File: src/rolling_zscore_signal_assert.svh
// Assertion helpers for the RTL, included by zsc_back.
`ifndef ROLLING_ZSCORE_SIGNAL_ASSERT_SVH
`define ROLLING_ZSCORE_SIGNAL_ASSERT_SVH

// Consequent checked in the same cycle as the antecedent.
`define ZSC_ASSERT_SAME(label, clk, rst, ante, cons, msg) \
  label: assert property (@(posedge clk) disable iff (rst) (ante) |-> (cons)) \
    else $error(msg);

// Consequent checked in the cycle after the antecedent.
`define ZSC_ASSERT_NEXT(label, clk, rst, ante, cons, msg) \
  label: assert property (@(posedge clk) disable iff (rst) (ante) |=> (cons)) \
    else $error(msg);

`endif

File: src/zsc_pkg.sv
package zsc_pkg;

  localparam int ZSC_WINDOW  = 8;   // default window length
  localparam int ZSC_PRICE_W = 24;  // Q16.8 price
  localparam int ZSC_DW      = 25;  // signed spread
  localparam int ZSC_MW      = 24;  // spread magnitude
  localparam int ZSC_TW      = 16;  // Q4.12 threshold
  localparam int ZSC_SIGW    = 3;
  localparam int ZSC_ZSHIFT  = 24;  // 2^24 scale from the Q4.12 squares
  localparam int ZSC_CHUNK   = 16;  // multiplier digit width
  localparam int ZSC_QDEPTH  = 2;
  localparam int ZSC_CFG_IDXW = 2;

  localparam logic [ZSC_CFG_IDXW-1:0] CFG_ENTRY = 2'd0;
  localparam logic [ZSC_CFG_IDXW-1:0] CFG_EXIT  = 2'd1;

  localparam logic [ZSC_TW-1:0] ENTRY_RESET = 16'd4096;
  localparam logic [ZSC_TW-1:0] EXIT_RESET  = 16'd3277;

  localparam logic [ZSC_SIGW-1:0] SIG_WARM  = 3'd0;
  localparam logic [ZSC_SIGW-1:0] SIG_LONG  = 3'd1;
  localparam logic [ZSC_SIGW-1:0] SIG_SHORT = 3'd2;
  localparam logic [ZSC_SIGW-1:0] SIG_CLOSE = 3'd3;
  localparam logic [ZSC_SIGW-1:0] SIG_NONE  = 3'd4;

  typedef struct packed {
    logic                     warm;
    logic signed [ZSC_DW-1:0] spread;
  } zsc_item_t;

  typedef struct packed {
    logic busy;
    logic done;
  } zsc_mul_stat_t;

endpackage

File: src/zsc_front.sv
module zsc_front import zsc_pkg::*; #(
  parameter int WINDOW = ZSC_WINDOW
) (
  input  logic                   clk,
  input  logic                   rst,
  input  logic                   item_valid,
  output logic                   item_stall,
  input  logic [ZSC_PRICE_W-1:0] price_a,
  input  logic [ZSC_PRICE_W-1:0] price_b,
  input  logic                   q_full,
  output logic                   q_push,
  output zsc_item_t              q_item
);

  localparam int FCW = $clog2(WINDOW + 1);

  logic [FCW-1:0] fill;
  logic           warm;

  assign warm       = fill < FCW'(WINDOW);
  assign item_stall = q_full;
  assign q_push     = item_valid && !q_full;

  assign q_item.warm   = warm;
  assign q_item.spread = $signed({1'b0, price_a}) - $signed({1'b0, price_b});

  // saturating fill count: tags the first WINDOW items as warm-up
  always_ff @(posedge clk) begin
    if (rst) begin
      fill <= '0;
    end else if (q_push && warm) begin
      fill <= fill + 1'b1;
    end
  end

endmodule

File: src/zsc_queue.sv
module zsc_queue import zsc_pkg::*; (
  input  logic      clk,
  input  logic      rst,
  input  logic      push,
  input  zsc_item_t din,
  input  logic      pop,
  output zsc_item_t dout,
  output logic      full,
  output logic      empty
);

  localparam int QAW = $clog2(ZSC_QDEPTH);
  localparam int QCW = $clog2(ZSC_QDEPTH + 1);

  zsc_item_t      entries [ZSC_QDEPTH];
  logic [QAW-1:0] wr_ptr;
  logic [QAW-1:0] rd_ptr;
  logic [QCW-1:0] count;

  assign full  = count == QCW'(ZSC_QDEPTH);
  assign empty = count == '0;
  assign dout  = entries[rd_ptr];

  always_ff @(posedge clk) begin
    if (rst) begin
      wr_ptr <= '0;
      rd_ptr <= '0;
      count  <= '0;
    end else begin
      if (push) begin
        wr_ptr <= (wr_ptr == QAW'(ZSC_QDEPTH - 1)) ? '0 : wr_ptr + 1'b1;
      end
      if (pop) begin
        rd_ptr <= (rd_ptr == QAW'(ZSC_QDEPTH - 1)) ? '0 : rd_ptr + 1'b1;
      end
      if (push && !pop) begin
        count <= count + 1'b1;
      end else if (pop && !push) begin
        count <= count - 1'b1;
      end
    end
  end

  always_ff @(posedge clk) begin
    if (push) begin
      entries[wr_ptr] <= din;
    end
  end

endmodule

File: src/zsc_mul.sv
module zsc_mul import zsc_pkg::*; #(
  parameter int AW = 54,
  parameter int BW = 32,
  parameter int PW = AW + ((BW + ZSC_CHUNK - 1) / ZSC_CHUNK) * ZSC_CHUNK
) (
  input  logic          clk,
  input  logic          rst,
  input  logic          start,
  input  logic [AW-1:0] a,
  input  logic [BW-1:0] b,
  output zsc_mul_stat_t stat,
  output logic [PW-1:0] product
);

  localparam int NCH  = (BW + ZSC_CHUNK - 1) / ZSC_CHUNK;
  localparam int BPW  = NCH * ZSC_CHUNK;
  localparam int CNTW = $clog2(NCH + 1);

  logic [AW-1:0]           a_r;
  logic [BPW-1:0]          b_r;
  logic [PW-1:0]           acc;
  logic [CNTW-1:0]         cnt;
  logic                    busy;
  logic                    done;
  logic [AW+ZSC_CHUNK-1:0] pp;

  // one digit of b per cycle, most significant first
  assign pp      = a_r * b_r[BPW-1 -: ZSC_CHUNK];
  assign product = acc;
  assign stat.busy = busy;
  assign stat.done = done;

  always_ff @(posedge clk) begin
    if (rst) begin
      busy <= 1'b0;
      done <= 1'b0;
      cnt  <= '0;
    end else begin
      done <= 1'b0;
      if (start) begin
        busy <= 1'b1;
        cnt  <= CNTW'(NCH);
      end else if (busy) begin
        cnt <= cnt - 1'b1;
        if (cnt == CNTW'(1)) begin
          busy <= 1'b0;
          done <= 1'b1;
        end
      end
    end
  end

  always_ff @(posedge clk) begin
    if (start) begin
      a_r <= a;
      b_r <= BPW'(b);
      acc <= '0;
    end else if (busy) begin
      acc <= (acc << ZSC_CHUNK) + PW'(pp);
      b_r <= b_r << ZSC_CHUNK;
    end
  end

endmodule

File: src/zsc_back.sv
`include "rolling_zscore_signal_assert.svh"

module zsc_back import zsc_pkg::*; #(
  parameter int WINDOW = ZSC_WINDOW
) (
  input  logic                clk,
  input  logic                rst,
  input  zsc_item_t           q_item,
  input  logic                q_empty,
  output logic                q_pop,
  input  logic [ZSC_TW-1:0]   entry_thr,
  input  logic [ZSC_TW-1:0]   exit_thr,
  output logic                result_valid,
  input  logic                result_stall,
  output logic [ZSC_SIGW-1:0] signal
);

  localparam int CLW  = $clog2(WINDOW);
  localparam int SW   = ZSC_DW + CLW;           // signed window sum
  localparam int SMW  = ZSC_MW + CLW;           // |sum|
  localparam int QW   = 2 * ZSC_MW + CLW;       // sum of squares
  localparam int EMW  = ZSC_DW + CLW;           // |N*d - S|
  localparam int EW   = EMW + 1;
  localparam int VW   = 2 * ZSC_MW + 2 * CLW;   // N*Q - S*S
  localparam int CW   = 2 * ZSC_TW;             // squared threshold
  localparam int AW   = VW;
  localparam int BW   = (EMW > CW) ? EMW : CW;
  localparam int BPW  = ((BW + ZSC_CHUNK - 1) / ZSC_CHUNK) * ZSC_CHUNK;
  localparam int PW   = AW + BPW;
  localparam int LHW  = 2 * EMW + ZSC_ZSHIFT;
  localparam int CMPW = VW + CW;
  localparam int SQW  = 2 * ZSC_MW;

  localparam logic [2:0] ST_IDLE  = 3'd0;
  localparam logic [2:0] ST_PREP  = 3'd1;
  localparam logic [2:0] ST_ISSUE = 3'd2;
  localparam logic [2:0] ST_WAIT  = 3'd3;
  localparam logic [2:0] ST_UPD   = 3'd4;
  localparam logic [2:0] ST_OUT   = 3'd5;

  localparam logic [3:0] OP_EE  = 4'd0;  // e*e
  localparam logic [3:0] OP_NQ  = 4'd1;  // N*Q
  localparam logic [3:0] OP_SS  = 4'd2;  // S*S
  localparam logic [3:0] OP_TT  = 4'd3;  // entry^2
  localparam logic [3:0] OP_VT  = 4'd4;  // V*entry^2
  localparam logic [3:0] OP_XX  = 4'd5;  // exit^2
  localparam logic [3:0] OP_VX  = 4'd6;  // V*exit^2
  localparam logic [3:0] OP_OLD = 4'd7;  // old^2
  localparam logic [3:0] OP_DD  = 4'd8;  // d^2

  logic [2:0]               state;
  logic [3:0]               op;
  logic [3:0]               op_next;
  logic [CLW-1:0]           slot;
  logic signed [SW-1:0]     sum;
  logic [QW-1:0]            sqsum;

  logic signed [ZSC_DW-1:0] spread;
  logic                     warm;
  logic signed [ZSC_DW-1:0] old_r;
  logic signed [EW-1:0]     e_r;
  logic [LHW-1:0]           lhs;
  logic [VW-1:0]            v;
  logic [CW-1:0]            coef;
  logic                     enter_flag;
  logic                     close_flag;
  logic [SQW-1:0]           oldsq;
  logic [SQW-1:0]           dsq;

  logic signed [ZSC_DW-1:0] win_mem [WINDOW];
  logic signed [ZSC_DW-1:0] mem_q;

  logic signed [EW-1:0]     e_calc;
  logic signed [EW-1:0]     e_abs;
  logic signed [SW-1:0]     sum_abs;
  logic signed [ZSC_DW-1:0] old_abs;
  logic signed [ZSC_DW-1:0] spread_abs;
  logic [CMPW-1:0]          lhs_ext;
  logic [AW-1:0]            mul_a;
  logic [BW-1:0]            mul_b;
  logic                     mul_start;
  zsc_mul_stat_t            mst;
  logic [PW-1:0]            prod;
  logic                     res_load;
  logic [ZSC_SIGW-1:0]      sig_calc;

  assign q_pop     = (state == ST_IDLE) && !q_empty;
  assign mul_start = state == ST_ISSUE;
  assign res_load  = (state == ST_OUT) && (!result_valid || !result_stall);

  assign e_calc     = EW'(WINDOW) * EW'(spread) - EW'(sum);
  assign e_abs      = e_r[EW-1] ? -e_r : e_r;
  assign sum_abs    = sum[SW-1] ? -sum : sum;
  assign old_abs    = old_r[ZSC_DW-1] ? -old_r : old_r;
  assign spread_abs = spread[ZSC_DW-1] ? -spread : spread;
  assign lhs_ext    = CMPW'(lhs);

  always_comb begin
    mul_a = '0;
    mul_b = '0;
    unique case (op) inside
      OP_EE: begin
        mul_a = AW'(e_abs[EMW-1:0]);
        mul_b = BW'(e_abs[EMW-1:0]);
      end
      OP_NQ: begin
        mul_a = AW'(sqsum);
        mul_b = BW'(WINDOW);
      end
      OP_SS: begin
        mul_a = AW'(sum_abs[SMW-1:0]);
        mul_b = BW'(sum_abs[SMW-1:0]);
      end
      OP_TT: begin
        mul_a = AW'(entry_thr);
        mul_b = BW'(entry_thr);
      end
      OP_XX: begin
        mul_a = AW'(exit_thr);
        mul_b = BW'(exit_thr);
      end
      OP_VT, OP_VX: begin
        mul_a = v;
        mul_b = BW'(coef);
      end
      OP_OLD: begin
        mul_a = AW'(old_abs[ZSC_MW-1:0]);
        mul_b = BW'(old_abs[ZSC_MW-1:0]);
      end
      OP_DD: begin
        mul_a = AW'(spread_abs[ZSC_MW-1:0]);
        mul_b = BW'(spread_abs[ZSC_MW-1:0]);
      end
      default: begin
        mul_a = '0;
        mul_b = '0;
      end
    endcase
  end

  // op order: scoring ops, then the two squares for the window update; warm-up items start at the squares
  always_comb begin
    unique case (op)
      OP_EE:   op_next = OP_NQ;
      OP_NQ:   op_next = OP_SS;
      OP_SS:   op_next = OP_TT;
      OP_TT:   op_next = OP_VT;
      OP_VT:   op_next = OP_XX;
      OP_XX:   op_next = OP_VX;
      OP_VX:   op_next = OP_OLD;
      OP_OLD:  op_next = OP_DD;
      default: op_next = OP_DD;
    endcase
  end

  always_comb begin
    if (warm) begin
      sig_calc = SIG_WARM;
    end else if (enter_flag) begin
      sig_calc = e_r[EW-1] ? SIG_SHORT : SIG_LONG;
    end else if (close_flag) begin
      sig_calc = SIG_CLOSE;
    end else begin
      sig_calc = SIG_NONE;
    end
  end

  zsc_mul #(
    .AW (AW),
    .BW (BW),
    .PW (PW)
  ) u_mul (
    .clk     (clk),
    .rst     (rst),
    .start   (mul_start),
    .a       (mul_a),
    .b       (mul_b),
    .stat    (mst),
    .product (prod)
  );

  always_ff @(posedge clk) begin
    if (rst) begin
      state        <= ST_IDLE;
      op           <= OP_EE;
      slot         <= '0;
      sum          <= '0;
      sqsum        <= '0;
      result_valid <= 1'b0;
    end else begin
      result_valid <= res_load || (result_valid && result_stall);
      unique case (state)
        ST_IDLE: begin
          if (!q_empty) begin
            state <= ST_PREP;
          end
        end
        ST_PREP: begin
          op    <= warm ? OP_OLD : OP_EE;
          state <= ST_ISSUE;
        end
        ST_ISSUE: begin
          state <= ST_WAIT;
        end
        ST_WAIT: begin
          if (mst.done) begin
            if (op == OP_DD) begin
              state <= ST_UPD;
            end else begin
              op    <= op_next;
              state <= ST_ISSUE;
            end
          end
        end
        ST_UPD: begin
          sum   <= sum - SW'(old_r) + SW'(spread);
          sqsum <= sqsum - QW'(oldsq) + QW'(dsq);
          slot  <= (slot == CLW'(WINDOW - 1)) ? '0 : slot + 1'b1;
          state <= ST_OUT;
        end
        ST_OUT: begin
          if (res_load) begin
            state <= ST_IDLE;
          end
        end
        default: begin
          state <= ST_IDLE;
        end
      endcase
    end
  end

  always_ff @(posedge clk) begin
    if (q_pop) begin
      spread <= q_item.spread;
      warm   <= q_item.warm;
    end
    if (state == ST_PREP) begin
      // slots not yet written during warm-up count as zero
      old_r <= warm ? '0 : mem_q;
      e_r   <= e_calc;
    end
    if ((state == ST_WAIT) && mst.done) begin
      case (op)
        OP_EE:  lhs <= {prod[2*EMW-1:0], {ZSC_ZSHIFT{1'b0}}};
        OP_NQ:  v <= prod[VW-1:0];
        OP_SS:  v <= v - prod[VW-1:0];
        OP_TT:  coef <= prod[CW-1:0];
        OP_XX:  coef <= prod[CW-1:0];
        OP_VT:  enter_flag <= lhs_ext > prod[CMPW-1:0];
        OP_VX:  close_flag <= lhs_ext < prod[CMPW-1:0];
        OP_OLD: oldsq <= prod[SQW-1:0];
        OP_DD:  dsq <= prod[SQW-1:0];
        default: ;
      endcase
    end
    if (res_load) begin
      signal <= sig_calc;
    end
  end

  always_ff @(posedge clk) begin
    if (state == ST_UPD) begin
      win_mem[slot] <= spread;
    end
    mem_q <= win_mem[slot];
  end

  `ZSC_ASSERT_SAME(a_mul_idle_on_start, clk, rst, mul_start, !mst.busy, "multiplier restarted while busy")
  `ZSC_ASSERT_SAME(a_done_in_wait, clk, rst, mst.done, state == ST_WAIT, "product ready outside wait")
  `ZSC_ASSERT_NEXT(a_out_holds, clk, rst, (state == ST_OUT) && result_valid && result_stall, state == ST_OUT, "result dropped under stall")
  `ZSC_ASSERT_NEXT(a_warm_code, clk, rst, res_load && warm, result_valid && (signal == SIG_WARM), "warm-up item scored")

endmodule

File: src/rolling_zscore_signal.sv
// Each item takes K multiplies in the back end, where K = 2 multiplies for a warm-up item
// and K = 9 for a scored one, each over NCH multiplier digits (2 at WINDOW=8). The back
// end scores one item at a time and takes no new item until the last is through, set by the one shared
// 16-bit-digit multiplier in the back end; a 2-item queue and the result register let
// input and output stall independently. Synchronous active-high reset clears window
// sums, fill count and handshakes; thresholds return to 1.0 and about 0.8 (Q4.12).
module rolling_zscore_signal import zsc_pkg::*; #(
  parameter int WINDOW = ZSC_WINDOW
) (
  input  logic                    clk,
  input  logic                    rst,
  input  logic                    item_valid,
  output logic                    item_stall,
  input  logic [ZSC_PRICE_W-1:0]  price_a,
  input  logic [ZSC_PRICE_W-1:0]  price_b,
  output logic                    result_valid,
  input  logic                    result_stall,
  output logic [ZSC_SIGW-1:0]     signal,
  input  logic                    cfg_valid,
  output logic                    cfg_ready,
  input  logic [ZSC_CFG_IDXW-1:0] cfg_index,
  input  logic [ZSC_TW-1:0]       cfg_data
);

  // Configuration: thresholds are to be written by the user only while the block is idle
  // (the block does not enforce this), so the back end reads them directly without a shadow copy.
  logic [ZSC_TW-1:0] entry_thr;
  logic [ZSC_TW-1:0] exit_thr;

  // Front to back queue
  zsc_item_t q_din;
  zsc_item_t q_dout;
  logic      q_push;
  logic      q_pop;
  logic      q_full;
  logic      q_empty;

  assign cfg_ready = 1'b1;

  // register decode; unknown indexes are dropped
  always_ff @(posedge clk) begin
    if (rst) begin
      entry_thr <= ENTRY_RESET;
      exit_thr  <= EXIT_RESET;
    end else if (cfg_valid && cfg_ready) begin
      unique case (cfg_index)
        CFG_ENTRY: entry_thr <= cfg_data;
        CFG_EXIT:  exit_thr  <= cfg_data;
        default: ;
      endcase
    end
  end

  // Front: forms the spread and tags warm-up items
  zsc_front #(
    .WINDOW (WINDOW)
  ) u_front (
    .clk        (clk),
    .rst        (rst),
    .item_valid (item_valid),
    .item_stall (item_stall),
    .price_a    (price_a),
    .price_b    (price_b),
    .q_full     (q_full),
    .q_push     (q_push),
    .q_item     (q_din)
  );

  zsc_queue u_queue (
    .clk   (clk),
    .rst   (rst),
    .push  (q_push),
    .din   (q_din),
    .pop   (q_pop),
    .dout  (q_dout),
    .full  (q_full),
    .empty (q_empty)
  );

  // Back: window memory, running sums, squared-term compare, result register
  zsc_back #(
    .WINDOW (WINDOW)
  ) u_back (
    .clk          (clk),
    .rst          (rst),
    .q_item       (q_dout),
    .q_empty      (q_empty),
    .q_pop        (q_pop),
    .entry_thr    (entry_thr),
    .exit_thr     (exit_thr),
    .result_valid (result_valid),
    .result_stall (result_stall),
    .signal       (signal)
  );

endmodule

File: config.mk
export PLATFORM = sky130hd
export DESIGN_NAME = rolling_zscore_signal
export DESIGN_NICKNAME = d
export VERILOG_FILES = /design/src/zsc_pkg.sv /design/src/zsc_front.sv /design/src/zsc_queue.sv /design/src/zsc_mul.sv /design/src/zsc_back.sv /design/src/rolling_zscore_signal.sv
export VERILOG_INCLUDE_DIRS = /design/src /design/src/src
export SDC_FILE = /design/constraint.sdc
export NUM_CORES = 2
export LEC_CHECK = 0
export BUFFER_PORTS_ARGS = -buffer_cell sky130_fd_sc_hd__clkbuf_2
export CAP_MARGIN = 20
export CELL_PAD_IN_SITES_DETAIL_PLACEMENT = 0
export CELL_PAD_IN_SITES_GLOBAL_PLACEMENT = 1
export CORE_ASPECT_RATIO = 0.75
export CORE_MARGIN = 3
export CORE_UTILIZATION = 55
export CTS_CLUSTER_SIZE = 30
export DETAILED_ROUTE_END_ITERATION = 8
export MAX_ROUTING_LAYER = met4
export PLACE_DENSITY = 0.95
export SYNTH_ARGS = -nofsm -noshare
export SYNTH_HDL_FRONTEND = slang
export SYNTH_SLANG_ARGS = --single-unit
File: constraint.sdc
create_clock -name clk -period 16.2 [get_ports clk]
set_clock_uncertainty 0.15 [all_clocks]
set_input_delay 2.43 -clock clk [delete_from_list [all_inputs] [get_ports clk]]
set_output_delay 2.43 -clock clk [all_outputs]
set_load 0.05 [all_outputs]
==> impl.org <==
** Status
- The run finished with clean final reports.

** Detailed routing
- Once detail routing completed, the nets flagged for antenna violations numbered 0.
- Wires add up to 245.2 mm.
- Post-DR wirelength/cell :: 25.13 um
- Via density per instance :: 6.101
- First-pass iteration count of the detailed router :: 9
- For this block, the initial DRC count from the detailed router was 8114.
- After detailed routing, the number of remaining DRC violations is 0.
- Summing over every cut layer, the via total after detailed routing is 59543.

** Global routing
- Wire length of the first global-routing pass :: 371.4 mm
- For this run, the total global-route usage over all layers was measured as 35.29%.
- Via count of the first global-routing pass :: 58591
- Entering global routing, the biggest net connects 84 pins.
- Antenna violations before repair :: 6
- Sum of overflow across all layers after global routing :: 0

** Finish
- Relative to the synthesized area, the layout overhead comes to 7.023%.
- Multi-input gate area in the final layout :: 45190 um2
- Flip-flop and latch area :: 24840 um2
- Number of nets in the layout :: 9165
- Proportion of layout cells with a drive suffix above 1 :: 5.272%
- After filler insertion, the fill cell instance count of the layout stands at 11513.

** Critical path
- Crit path DAT :: 9500 ps
- STA puts the critical path data required time at 16670 ps.
- Setup crit start kind :: register
- The worst setup path is captured at a register.
- Worst Path Class, Setup :: register to register
- In this run the worst path has a maximum fanout of 23.

** Synth
- Ranking of synthesized cells by instance count :: sky130_fd_sc_hd__inv_1, sky130_fd_sc_hd__nand2_1, sky130_fd_sc_hd__fa_1
- Summed over all instances, the cell type with the most area after synthesis is sky130_fd_sc_hd__edfxtp_1.
- In the post-synthesis netlist, the cell with the most instances is sky130_fd_sc_hd__inv_1.
- After synthesis, the cell types taking the most area are sky130_fd_sc_hd__edfxtp_1, sky130_fd_sc_hd__fa_1, sky130_fd_sc_hd__inv_1.
- Number of storage elements in the synthesis netlist :: 910
- Number of distinct standard cells referenced by the synthesized netlist :: 79
- Measured against the total synthesized area, the mux share comes to 1.093%.
- Async S/R FF share, synth :: 0%
- Main combinational cell family by area after synthesis :: adder cells
- Yosys top cell area share :: 25.92%
- Avg Synthesized Cell Area :: 9.654 um2
- Area share of and/or/nand/nor cells after synthesis :: 13.38%
- Synthesis produced 7931 cells.
- Yosys printed 0 warnings.
- Primary FF master, synth :: sky130_fd_sc_hd__edfxtp_1
- Syn Nets :: 9266
- Post-synthesis share of cell area spent on xor and xnor gates :: 3.626%
- Of the synthesized area, sequential elements account for 32.43%.
- Summing every instance area after synthesis gives 76570 um2.
- Yosys mapped a number of flops with a built-in enable equal to 661.
- Summing the areas of all compound-gate instances in the mapped netlist gives 11.71% of the synthesized area.
- Summing the areas of all fa, ha and maj instances in the mapped netlist gives 29.06% of the synthesized area.

** Clocking
- TritonCTS clock tree :: yes
- Clock latency at the later pin of the worst-skew pair :: 730 ps
- Once the clock tree was built, the resizer swapped 0 gates to a different size.
- Counting every sink on the clock net gives 910.
- Count of hold buffers inserted by post-cts repair :: 0
- CTS root buffer :: sky130_fd_sc_hd__clkbuf_16
- After clock tree synthesis, the clock-pin slew on the worst setup and hold paths is 70 ps.
- Number of buffers inserted by post-CTS setup repair :: 0
- Maximum buffer depth of the clock tree :: 3
- Clock H-tree levels :: 3
- Number of buffers inserted during clock tree synthesis :: 92

** Timing
- Fraction of the cycle the final worst path needs :: 55.78%
- Setup repair after global routing left no endpoint under its margin.
- Measured against its own limit, the worst slew margin works out to 19.90%.
- Final Critical Period :: 9037 ps
- Timing would allow up to 110.7 MHz.
- The max-slew violation total from the final report was 0.
- Fin. Hold Viols :: 0
- Hold is met by 307.8 ps.
- Final-report setup violation count :: 0
- Final-layout setup total negative slack :: 0 ps
- Pin slew with the least headroom to its limit :: 1201 ps

** Floorplanning
- Core Footprint :: 137000 um2
- For this configuration, the core starts out at a cell density of 55.88%.
- For this design the top-level I/O count stands at 77.
- Die Y-Extent :: 329.1 um
- The floorplan step set the die width to 436.8 um.
- Number of core rows :: 117
- The die covers 143800 um2.

** Place
- During placement, the flow inserted port buffers numbering 75.
- At the end of routability-driven placement, the weighted congestion stood at 1.043.
- Detailed placement ended at an HPWL of 183.3 mm.

** Hold path
- Hold/Removal Path Class :: register to register

** Job
- Max-Cap Viols :: 0
## critical path, stage by stage, from the launching register on
cell and delay (ps):
sky130_fd_sc_hd__edfxtp_1 1110, sky130_fd_sc_hd__and2_1 270, sky130_fd_sc_hd__fa_1 420, sky130_fd_sc_hd__inv_1 80
sky130_fd_sc_hd__fa_1 430, sky130_fd_sc_hd__fa_1 510, sky130_fd_sc_hd__inv_1 50, sky130_fd_sc_hd__fa_1 490
sky130_fd_sc_hd__fa_1 500, sky130_fd_sc_hd__inv_1 50, sky130_fd_sc_hd__fa_1 490, sky130_fd_sc_hd__inv_1 50
sky130_fd_sc_hd__ha_1 330, sky130_fd_sc_hd__o21ai_0 110, sky130_fd_sc_hd__nor3_1 530, sky130_fd_sc_hd__a211oi_1 150
sky130_fd_sc_hd__o21bai_1 350, sky130_fd_sc_hd__a311oi_1 380, sky130_fd_sc_hd__nor4_1 1010, sky130_fd_sc_hd__o21ai_0 220
sky130_fd_sc_hd__a41oi_1 670, sky130_fd_sc_hd__nand4_1 220, sky130_fd_sc_hd__xnor2_1 200, sky130_fd_sc_hd__a22o_1 190
## per-stage QoR
step           setup slack (ps)  util (%)  instances  instance area [um2]
2_1_floorplan              9022         -       7931                76570
3_3_place_gp               7554     57.45       9575                78710
3_5_place_dp               7466     57.45       9575                78710
4_1_cts                    7465     59.75       9749                81870
5_1_grt                    6961     59.80       9756                81940
6_report                   7163     59.81       9759                81950
## layout by cell type, fill, tap and decap left out, types with 27 or more instances in the layout
cell / n
sky130_fd_sc_hd__inv_1: 1394
sky130_fd_sc_hd__nand2_1: 1050
sky130_fd_sc_hd__fa_1: 857
sky130_fd_sc_hd__edfxtp_1: 661
sky130_fd_sc_hd__ha_1: 407
sky130_fd_sc_hd__a21oi_1: 400
sky130_fd_sc_hd__nor2_1: 316
sky130_fd_sc_hd__o21ai_0: 291
sky130_fd_sc_hd__and2_1: 270
sky130_fd_sc_hd__dfxtp_1: 248
sky130_fd_sc_hd__xnor2_1: 222
sky130_fd_sc_hd__a21o_1: 174
sky130_fd_sc_hd__a22oi_1: 121
sky130_fd_sc_hd__nand4_1: 106
sky130_fd_sc_hd__buf_4: 100
sky130_fd_sc_hd__xor2_1: 95
sky130_fd_sc_hd__clkbuf_16: 92
sky130_fd_sc_hd__clkbuf_2: 75
sky130_fd_sc_hd__nor2b_1: 66
sky130_fd_sc_hd__nand3_1: 63
sky130_fd_sc_hd__nor3_1: 59
sky130_fd_sc_hd__nand2b_1: 54
sky130_fd_sc_hd__mux2i_1: 51
sky130_fd_sc_hd__a211oi_1: 42
sky130_fd_sc_hd__or3_1: 38
sky130_fd_sc_hd__a31oi_1: 37
sky130_fd_sc_hd__o21bai_1: 36
sky130_fd_sc_hd__and3_1: 34
sky130_fd_sc_hd__o22ai_1: 33
sky130_fd_sc_hd__mux2_2: 29
sky130_fd_sc_hd__a22o_1: 28
sky130_fd_sc_hd__o21a_1: 28
sky130_fd_sc_hd__o31ai_1: 28
sky130_fd_sc_hd__nor4_1: 27
## worst paths after layout
check | start | to | slack, ps | depth (start not counted)
worst min register to register | u_back.u_mul.product[81]$_SDFFE_PP0P_ | u_back.u_mul.product[81]$_SDFFE_PP0P_ | 310 | 2
worst max register to register | u_back.u_mul.b_r[21]$_DFFE_PP_ | u_back.u_mul.product[85]$_SDFFE_PP0P_ | 7160 | 23
worst max-delay path | u_back.u_mul.b_r[21]$_DFFE_PP_ | u_back.u_mul.product[85]$_SDFFE_PP0P_ | 7160 | 23
worst min-delay path | u_back.u_mul.product[81]$_SDFFE_PP0P_ | u_back.u_mul.product[81]$_SDFFE_PP0P_ | 310 | 2
## flip-flops by register name (all words and copies together), names as in the netlist, 25 cells and up, named ones only
register              flops
u_back.coef              32
u_back.dsq               48
u_back.e_r               29
u_back.lhs               56
u_back.mem_q             25
u_back.old_r             25
u_back.oldsq             48
u_back.spread            25
u_back.sqsum             51
u_back.sum               28
u_back.u_mul.a_r         54
u_back.u_mul.b_r         32
u_back.u_mul.product     86
u_back.v                 54
u_back.win_mem          200
u_queue.entries          52
## cell families after synthesis
kind of cell / count (synthesis)
buf+inv: 1771
mux: 80
xor+xnor: 317
flops: 910
compound gates: 1399
fa+ha+maj: 1264
simple gates: 2189
other cells: 1
## layout make-up
class	count	share of cell area, %
multi-input combinational	5250	55.14
antenna	5	0.01527
inverter	1397	6.402
clock buffer	125	3.071
timing repair buffer	179	1.464
clock inverter	49	0.7787
sequential	910	30.31
tap	1844	2.816
## metal layers
layer / track usage [%] / wire length (um)
met1: 52.77 / 104800
met2: 45.93 / 96430
met3: 11.68 / 38010
met4: 8.207 / 5935
met5: - / 0
Power is not shown: default switching activity piles up to over one toggle a cycle in this logic, so the estimate is an artifact.
